**src/rtl/core/psd_pkg.sv**
```systemverilog
`timescale 1ns / 1ps
// ----------------------------------------------------------------------------
// Point-segment hit distance package
// Shared constants and the control record that travels down the pipeline.
// ----------------------------------------------------------------------------
package psd_pkg;

    // Default coordinate width of every point field.
    localparam int COORD_BITS = 16;

    // Width and reset value of the tolerance register.
    localparam int TOL_BITS = 10;
    localparam logic [TOL_BITS-1:0] TOL_RESET = 10'd4;

    // Control record carried beside the payload of every stage.
    typedef struct packed {
        logic vld;
        logic outside;
        logic degen;
    } t_ctl;

endpackage

```
**src/rtl/core/psd_root_stage.sv**
```systemverilog
`timescale 1ns / 1ps
// ----------------------------------------------------------------------------
// Root step stage
// Decides one bit of q, the largest value with q*q*den <= rem0, by keeping
// the remainder rem0 - q*q*den and the running product q*den.
// ----------------------------------------------------------------------------
module psd_root_stage #(
    parameter int COORD_BITS = psd_pkg::COORD_BITS,
    parameter int BIT        = 0
) (
    input  logic                       i_clk,
    input  logic                       i_rst_n,
    input  logic                       i_en,
    input  psd_pkg::t_ctl              i_ctl,
    input  logic [4*COORD_BITS+3:0]    i_rem,
    input  logic [3*COORD_BITS+1:0]    i_qd,
    input  logic [2*COORD_BITS:0]      i_den,
    input  logic [COORD_BITS:0]        i_q,
    output psd_pkg::t_ctl              o_ctl,
    output logic [4*COORD_BITS+3:0]    o_rem,
    output logic [3*COORD_BITS+1:0]    o_qd,
    output logic [2*COORD_BITS:0]      o_den,
    output logic [COORD_BITS:0]        o_q
);

    localparam int RW  = 4*COORD_BITS + 4;
    localparam int QDW = 3*COORD_BITS + 2;
    localparam int QW  = COORD_BITS + 1;

    psd_pkg::t_ctl    r_ctl;
    logic [RW-1:0]    r_rem;
    logic [QDW-1:0]   r_qd;
    logic [2*COORD_BITS:0] r_den;
    logic [QW-1:0]    r_q;

    logic [RW:0]      w_sub;
    logic [RW:0]      w_diff;
    logic [RW-1:0]    n_rem;
    logic [QDW-1:0]   n_qd;
    logic [QW-1:0]    n_q;

    // Trying q + 2^BIT costs (q*den << BIT+1) + (den << 2*BIT) more.
    always_comb begin
        w_sub  = ((RW+1)'(i_qd) << (BIT+1)) + ((RW+1)'(i_den) << (2*BIT));
        w_diff = {1'b0, i_rem} - w_sub;
        if (!w_diff[RW]) begin
            n_rem = w_diff[RW-1:0];
            n_qd  = i_qd + (QDW'(i_den) << BIT);
            n_q   = i_q | (QW'(1) << BIT);
        end else begin
            n_rem = i_rem;
            n_qd  = i_qd;
            n_q   = i_q;
        end
    end

    // Control moves with the enable and clears on reset.
    always_ff @(posedge i_clk) begin
        if (!i_rst_n) begin
            r_ctl <= '0;
        end else if (i_en) begin
            r_ctl <= i_ctl;
        end
    end

    // Payload registers.
    always_ff @(posedge i_clk) begin
        if (i_en) begin
            r_rem <= n_rem;
            r_qd  <= n_qd;
            r_den <= i_den;
            r_q   <= n_q;
        end
    end

    assign o_ctl = r_ctl;
    assign o_rem = r_rem;
    assign o_qd  = r_qd;
    assign o_den = r_den;
    assign o_q   = r_q;

endmodule

```
**config.mk**
```make
export PLATFORM = sky130hd
export DESIGN_NAME = psd_root_stage
export DESIGN_NICKNAME = d
export VERILOG_FILES = /design/src/rtl/core/psd_pkg.sv /design/src/rtl/core/psd_root_stage.sv
export SDC_FILE = /design/constraint.sdc
export NUM_CORES = 1
export LEC_CHECK = 0
export BUFFER_PORTS_ARGS = -buffer_cell sky130_fd_sc_hd__buf_2
export CORE_ASPECT_RATIO = 1.4
export CORE_MARGIN = 1
export CORE_UTILIZATION = 45
export DETAILED_ROUTE_END_ITERATION = 8
export PLACE_DENSITY_LB_ADDON = 0.15
export SLEW_MARGIN = 40
export SYNTH_ARGS = -nofsm -noshare
export SYNTH_HDL_FRONTEND = slang
export SYNTH_SLANG_ARGS = --single-unit
```
**constraint.sdc**
```tcl
create_clock -name i_clk -period 11.93 [get_ports i_clk]
set_clock_uncertainty 0.15 [all_clocks]
set_input_delay 2.386 -clock i_clk [delete_from_list [all_inputs] [get_ports i_clk]]
set_output_delay 2.386 -clock i_clk [all_outputs]
set_load 0.02 [all_outputs]
```
# Yosys cells after proc, flatten, opt, wreduce, memory -nomap -nowiden
# Cells that the tools add are included.
# Widths: inputs -> output; s select.
# word_totals
reg_bits	171
in_bits	174
word_cells	13
out_inout_bits	171
# op_classes
n_addsub	3
mux	2
# op_table
op	n
$sub 68x52->69	1
$mux 68	1
$add 51x33->52	1
$add 50x33->50	1
$mux 50	1

# Depth between registers and ports, before layout
# Gate-level depths: netlist of the first run.
# logic_depth
depth_word	3
depth_mapped	16
ltp_nobuf	14

# Least setup slack after synthesis of the first run
# Ideal clock, no wire load.
# synth_path
path_kind	input -> register
startpoint	input port i_qd[1]
endpoint	register r_rem[66] (netlist: o_rem[66]) (data pin)
setup_time_ns	0.258
required_time_ns	11.522
t_arrival_ns	5.678
path_stages	13
slack_ns	5.844
path_buffers	0
cell_sequence	inv_1 -> fa_1 -> ha_1 -> a21oi_1 -> o211ai_1 -> or4b_1 -> a2111o_1 -> a211oi_2 -> o31ai_2 -> nand2_4 -> nand4b_4 -> or4_1 -> xnor2_1
# synth_via
elab_chain_cells	3
# synth_rtl
item	line	rtl
from (decl)	psd_root_stage.sv:16	input logic [3*COORD_BITS+1:0] i_qd,
$add 51x33->52	psd_root_stage.sv:44	w_sub = ((RW+1)'(i_qd) << (BIT+1)) + ((RW+1)'(i_den) << (2*BIT));
$sub 68x52->69	psd_root_stage.sv:45	w_diff = {1'b0, i_rem} - w_sub;
$mux 68	psd_root_stage.sv:46	if (!w_diff[RW]) begin
net n_rem[66]	psd_root_stage.sv:38	logic [RW-1:0] n_rem;
to (signal assigned)	psd_root_stage.sv:69	r_rem <= n_rem;
to (decl)	psd_root_stage.sv:31	logic [RW-1:0] r_rem;
# The timed path passes the listed nets, and every way through them passes these cells.
# A chain may end at the register's enable or synchronous reset.

# Worst setup path after layout of the first run
# layout_path
startpoint	input port i_qd[1]
endpoint	register r_qd[39] (netlist: o_qd[39]) (data pin)
# layout_via
elab_chain_cells	3
word_cells_on_any_way	4
classes_between	3 x add/sub; 1 x mux
# layout_rtl
item	line	rtl
$add 51x33->52	psd_root_stage.sv:44	
$sub 68x52->69	psd_root_stage.sv:45	
$mux 50 (*)	psd_root_stage.sv:46	
net n_qd[39]	psd_root_stage.sv:39	logic [QDW-1:0] n_qd;
to (signal assigned)	psd_root_stage.sv:70	r_qd <= n_qd;
to (decl)	psd_root_stage.sv:32	logic [QDW-1:0] r_qd;
# The timed path passes the listed nets; every way through them passes the cells marked *.

==> results.tsv, run 1 <==
metric	value	unit
shortest period the worst path allows	6.785	ns
synth warn	0	
peak supply drop	0.0001058	V
Synth Area in Adders	15.42	%
TritonCTS clock tree	built	
Max-Cap Viols	0	
H-tree depth	4	
Clock Path Buffers	2	
Congestion Overflow GR	0	
final wirelength	38.11	mm
post-route clock period utilization	56.87	%
FILL cells	2611	
Power per Cell Area	144.9	nW/µm²
full die area	29310	µm²
nets	1993	
complex-gate fraction of the synthesized area	18.10	%
slew margin rel.	41.54	%
Critical Path RT	11.97	ns
Simple-Gate Fraction of Synth Area	13.39	%
GRT Overall Usage	26.01	%
fmax	147.4	MHz
Port Buf Inserts	344	
Setup WS pre-CTS	4.668	ns
1st-pass router iterations	5	
Lkg Pwr	7.045	nW
Core Area	27930	µm²
Critical Path End Type	flip-flop	
initial drt markers	483	
Critical Path AT	6.82	ns
area of the multi-input gates	7030	µm²
Syn Inst Count	1357	
share of layout cells above drive strength 1	23.80	%
Clock Latency Late Sink	0.45	ns
row cnt	72	
first-pass GRT wire length	58.68	mm
largest family of logic cells by synthesized area	compound AO/OA/AOI/OAI gates	
Async SR Flop Fraction	0	%
outcome	complete, no violations	
wire per inst	18.42	µm
actual slew at the worst max-slew pin	0.8689	ns
Hold-fix buffers, CTS	0	
drt drc	0	
setup violators final	0	
largest net degree at the start of global routing	74	
synth-to-layout area growth	20.95	%
Initial Util	46.12	%
Worst R2R Path Depth	2	
Placed Instance Area	14930	µm²
setup_tns	0	ns
synthesized net count	1670	
gpl congestion	0.9470	
XOR/XNOR Fraction of Synth Area	7.343	%
die width	145.0	µm
postcts setup bufs	0	
clock slew at reported path FFs	0.07	ns
via count	11160	
worst-path maximum fanout	69	
CTS buffer count	17	
RSZ-0062 raised after global routing	false	
Final Hold Viols	0	
type of the worst min-delay path	reg -> reg	
Routed Antenna Nets	0	
Slew Viols, Final	0	
mux share of post-synthesis cell area	0.3205	%
WHS Path Cells	2	
io pins	345	
FF+latch area	5105	µm²
worst setup margin	5.145	ns
Setup Crit Path Kind	in -> reg	
mapped cell area	12880	µm²
initial antenna violation count	12	
number of flops mapped to enable cells by yosys	168	
Die Y	202.2	µm
CTS resizes	0	
CTS Sinks	171	
startpoint class of the critical path	input port	
vias in the first global route	11300	
post-synth cell types	70	
post-DP HPWL	30.90	mm
syn_area_per_cell	9.492	µm²
FF+latch count, synth	171	
design area	15580	µm²
Vias/cell	5.393	
Main synth FF type	edfxtp_1	
Root Buffer	clkbuf_16	
post-synthesis sequential area ratio	39.63	%
## layer usage
| layer | wire [µm] | global-route usage, % | vias up |
|---|---|---|---|
| met1 | 14270 | 27.15 | 5248 |
| met3 | 2056 | 5.305 | 78 |
| met5 | 83 | 0 | - |
| met2 | 20330 | 49.43 | 332 |
| met4 | 1368 | 12.01 | 12 |
| li1 | - | - | 5488 |
## cells in the final DEF (no fill, tap or decap), types with 21 or more instances in the layout
cell type,synthesis,routed
ha_1,106,106
xnor2_1,60,60
xor2_1,48,48
fa_1,33,33
edfxtp_1,168,168
inv_1,151,151
o21ai_0,64,64
a21o_1,43,43
buf_2,6,343
nor2_1,125,125
nand2_1,102,102
nand4_1,21,21
nand3_1,24,24
a21oi_1,158,158
## final timing paths
check | slack, ns | start | endpoint
worst max-delay path | 5.15 | i_qd[1] | o_qd[39]
worst min-delay path | 0.37 | o_ctl[0] | o_ctl[0]
worst max register to register | 11.19 | o_ctl[2] | o_ctl[2]
worst min register to register | 0.37 | o_ctl[0] | o_ctl[0]
## worst max-delay path: stages
cell,delay (ns)
buf_2,0.11
inv_1,0.11
fa_1,0.44
ha_1,0.37
a21oi_1,0.12
o211ai_1,0.25
or4b_1,0.54
a2111o_1,0.52
a211oi_2,0.30
o31ai_2,0.16
nand2_4,0.58
nand3_2,0.36
a2111oi_2,0.39
xor2_1,0.13
## state kept, by name, indices dropped and copies added (netlist names)
| register | flops |
|---|---|
| o_rem | 68 |
| o_ctl | 3 |
| o_den | 33 |
| o_q | 17 |
| o_qd | 50 |
## cell families (layout without fill, tap and decap cells)
kind of cell / after synthesis / in the layout
muxes: 4 / 4
DFF: 171 / 171
other: 0 / 6
adders and majority gates: 139 / 139
AOI/OAI and AO/OA: 375 / 375
buffers and inverters: 197 / 533
xor gates and xnor gates: 108 / 108
and+or+nand+nor: 363 / 363
## power breakdown
part	total, mW	internal [mW]	switching, mW	leakage (nW)
Combinational	0.860	0.321	0.539	5.09
Sequential	0.809	0.786	0.0232	1.67
Clock	0.589	0.334	0.255	0.290
## per-stage QoR
| stage | hold WS, ns | total power, mW | instances | utilization, % |
|---|---|---|---|---|
| final | 0.3709 | 2.258 | 2069 | 55.79 |
| after global routing | 0.4087 | 2.374 | 2065 | 55.75 |
| after CTS | 0.3726 | 2.274 | 2062 | 55.65 |
| after detailed placement | 0.3569 | 1.679 | 2030 | 53.46 |
| after global placement | 0.3448 | 1.675 | 2030 | 53.46 |
| after floorplan | 0.4393 | 1.394 | 1357 | - |
## Yosys cell counts, types with 6 or more instances
library cell / number / area, µm²
a211oi_1: 12 / 90.09
a21o_1: 43 / 322.8
a21oi_1: 158 / 790.8
a31oi_1: 12 / 75.07
and2_1: 7 / 43.79
and3_1: 6 / 37.54
buf_2: 6 / 30.03
clkbuf_1: 36 / 135.1
edfxtp_1: 168 / 5045
fa_1: 33 / 660.6
ha_1: 106 / 1326
inv_1: 151 / 566.8
nand2_1: 102 / 382.9
nand2b_1: 6 / 37.54
nand3_1: 24 / 120.1
nand4_1: 21 / 131.4
nor2_1: 125 / 469.2
nor2b_1: 13 / 81.33
nor3_1: 15 / 75.07
nor4_1: 7 / 43.79
o211ai_1: 9 / 67.56
o21a_1: 12 / 90.09
o21ai_0: 64 / 320.3
o21bai_1: 15 / 112.6
o31ai_1: 11 / 82.58
or3_1: 8 / 50.05
xnor2_1: 60 / 525.5
xor2_1: 48 / 420.4
## cell type report
type                       count  area share (%)
multi-input combinational    989           45.13
sequential                   171           32.77
timing repair buffer         350           11.48
inverter                     151           3.638
tap                          370           2.971
clock buffer                  18           2.755
clock inverter                14           1.164
antenna                        6         0.09637
No activity file was read; power rests on OpenSTA's default activity.
==> run 2: changes to the inputs <==
- clock period: 11.93 -> 5.49 ns (I/O delays scaled with it)
==> run 2 against run 1 <==
Against the previous run: critical path type unchanged; routed wire length is 1.0% higher; largest power group unchanged; sequential cell count stayed put; utilization is 0.56 points higher; highest routed layer unchanged.
==> results.tsv, run 2 (same netlist as run 1, synthesis figures left out) <==
metric	value	unit	change
Power per Cell Area	310.6	nW/µm²	was 144.9 nW/µm²
TritonCTS clock tree	built		unchanged
actual slew at the worst max-slew pin	0.6526	ns	was 0.8689 ns
full die area	29310	µm²	unchanged
GRT Overall Usage	26.54	%	was 26.01%
Die Y	202.2	µm	unchanged
synth-to-layout area growth	22.17	%	was 20.95%
die width	145.0	µm	unchanged
gpl congestion	0.9563		was 0.9470
FILL cells	2589		was 2611
setup_tns	0	ns	unchanged
CTS Sinks	171		unchanged
Largest register FFs	68		unchanged
initial drt markers	549		was 483
clock slew at reported path FFs	0.07	ns	about the same
CP max-delay cell	or4_1		was nand2_4
Routed Antenna Nets	0		unchanged
Vias/cell	5.378		was 5.393
clock network fraction of design power	25.1	%	was 26.1%
vias in the first global route	11260		was 11300
CP max stage delay	0.54	ns	was 0.58 ns
via count	11220		was 11160
post-route clock period utilization	89.92	%	
share of layout cells above drive strength 1	24.69	%	was 23.80%
postcts setup bufs	0		unchanged
setup violators final	0		unchanged
Crit path buffers/inverters	2		unchanged
sequential share of power	36.0	%	was 35.8%
Net Sw Frac	37.13	%	was 36.19%
shortest period the worst path allows	4.937	ns	
critical path, cell by cell	buf_2 -> inv_1 -> fa_1 -> ha_1 -> a21oi_1 -> o211ai_1 -> or4b_1 -> a2111o_1 -> a211oi_2 -> o31ai_2 -> nand2_4 -> nand4b_4 -> or4_1 -> xnor2_1		was buf_2 -> inv_1 -> fa_1 -> ha_1 -> a21oi_1 -> o211ai_1 -> or4b_1 -> a2111o_1 -> a211oi_2 -> o31ai_2 -> nand2_4 -> nand3_2 -> a2111oi_2 -> xor2_1
Clock Path Buffers	2		unchanged
P_int	3.072	mW	was 1.441 mW
RSZ-0062 raised after global routing	false		unchanged
initial antenna violation count	11		was 12
Placed Instance Area	15150	µm²	was 14930 µm²
worst-path maximum fanout	5		was 69
Final Hold Viols	0		unchanged
Comb pwr share	38.9	%	was 38.1%
Root Buffer	clkbuf_16		unchanged
Initial Util	46.12	%	unchanged
Setup Crit Path Kind	in -> reg		unchanged
drt drc	0		unchanged
CTS resizes	0		unchanged
slew margin rel.	56.50	%	was 41.54%
startpoint class of the critical path	input port		unchanged
Clock Latency Late Sink	0.45	ns	about the same
peak supply drop	0.0002439	V	was 0.0001058 V
Critical Path End Type	flip-flop		unchanged
CTS buffer count	17		unchanged
type of the worst min-delay path	reg -> reg		unchanged
row cnt	72		unchanged
final wirelength	38.51	mm	was 38.11 mm
Max-Cap Viols	0		unchanged
1st-pass router iterations	5		unchanged
Critical Path RT	5.55	ns	was 11.97 ns
most frequent cells in the layout	buf_2, edfxtp_1, a21oi_1		unchanged
largest net degree at the start of global routing	104		was 74
outcome	complete, no violations		unchanged
Port Buf Inserts	344		unchanged
io pins	345		unchanged
post-DP HPWL	31.41	mm	was 30.90 mm
Core Area	27930	µm²	unchanged
Critical Path AT	5.00	ns	was 6.82 ns
most common cell after layout, fill and taps aside	buf_2		unchanged
sw power	1.815	mW	was 0.8173 mW
wire per inst	18.46	µm	was 18.42 µm
H-tree depth	4		unchanged
Crit path max-delay family	simple AND/OR/NAND/NOR gates		was compound AO/OA/AOI/OAI gates
Congestion Overflow GR	0		unchanged
Lkg Pwr	7.149	nW	was 7.045 nW
first-pass GRT wire length	59.61	mm	was 58.68 mm
Slew Viols, Final	0		unchanged
fmax	202.6	MHz	
Hold-fix buffers, CTS	0		unchanged
nets	2013		was 1993
design area	15740	µm²	was 15580 µm²
[run 2: power groups by stage]
stage	clock (mW)	sequential (mW)	combinational, mW
6_report	1.23	1.76	1.90
5_1_grt	1.29	1.78	2.07
4_1_cts	1.25	1.76	1.90
3_5_place_dp	0	1.79	1.89
3_3_place_gp	0	1.79	1.89
2_1_floorplan	0	2.06	0.971
[run 2: cell type report]
type / instances / area, µm² / area share (%)
inverter: 151 / 566.8 / 3.602
antenna: 3 / 7.507 / 0.04771
timing repair buffer: 370 / 1986 / 12.62
clock buffer: 17 / 425.4 / 2.703
multi-input combinational: 989 / 7030 / 44.68
sequential: 171 / 5105 / 32.44
clock inverter: 15 / 152.6 / 0.9700
tap: 370 / 462.9 / 2.942
[run 2: per-stage QoR]
stage	cells	total power, mW	utilization, %	setup WS, ns	hold slack [ns]
global placement	2051	3.679	54.25	0.08425	0.3486
CTS	2083	4.921	56.32	0.5478	0.3762
finish	2086	4.887	56.35	0.5533	0.3732
global route	2084	5.141	56.33	0.2137	0.3953
floorplan	1357	3.029	-	0.6921	0.4393
detailed placement	2051	3.683	54.25	0.04377	0.3593
[run 2: final timing paths]
kind | slack, ns | to | cells past startpoint | startpoint
setup reg to reg | 4.74 | o_ctl[0] | 2 | o_ctl[0]
hold / removal | 0.37 | o_ctl[2] | 2 | o_ctl[2]
hold reg to reg | 0.37 | o_ctl[2] | 2 | o_ctl[2]
setup / recovery | 0.55 | o_rem[66] | 14 | i_qd[1]
[run 2: layer usage]
| metal | share of wire (%) | up-vias | global-route usage [%] |
|---|---|---|---|
| li1 | - | 5523 | - |
| met1 | 37 | 5259 | 27.46 |
| met2 | 54 | 344 | 50.22 |
| met3 | 5.7 | 80 | 6.569 |
| met4 | 3.4 | 12 | 11.40 |
| met5 | 0.18 | - | 0 |
[run 2: tightest hold or removal path: stages (launching register included)]
cell     delay (ns)
dfxtp_1        0.33
mux2i_1        0.06
nor2b_1        0.10
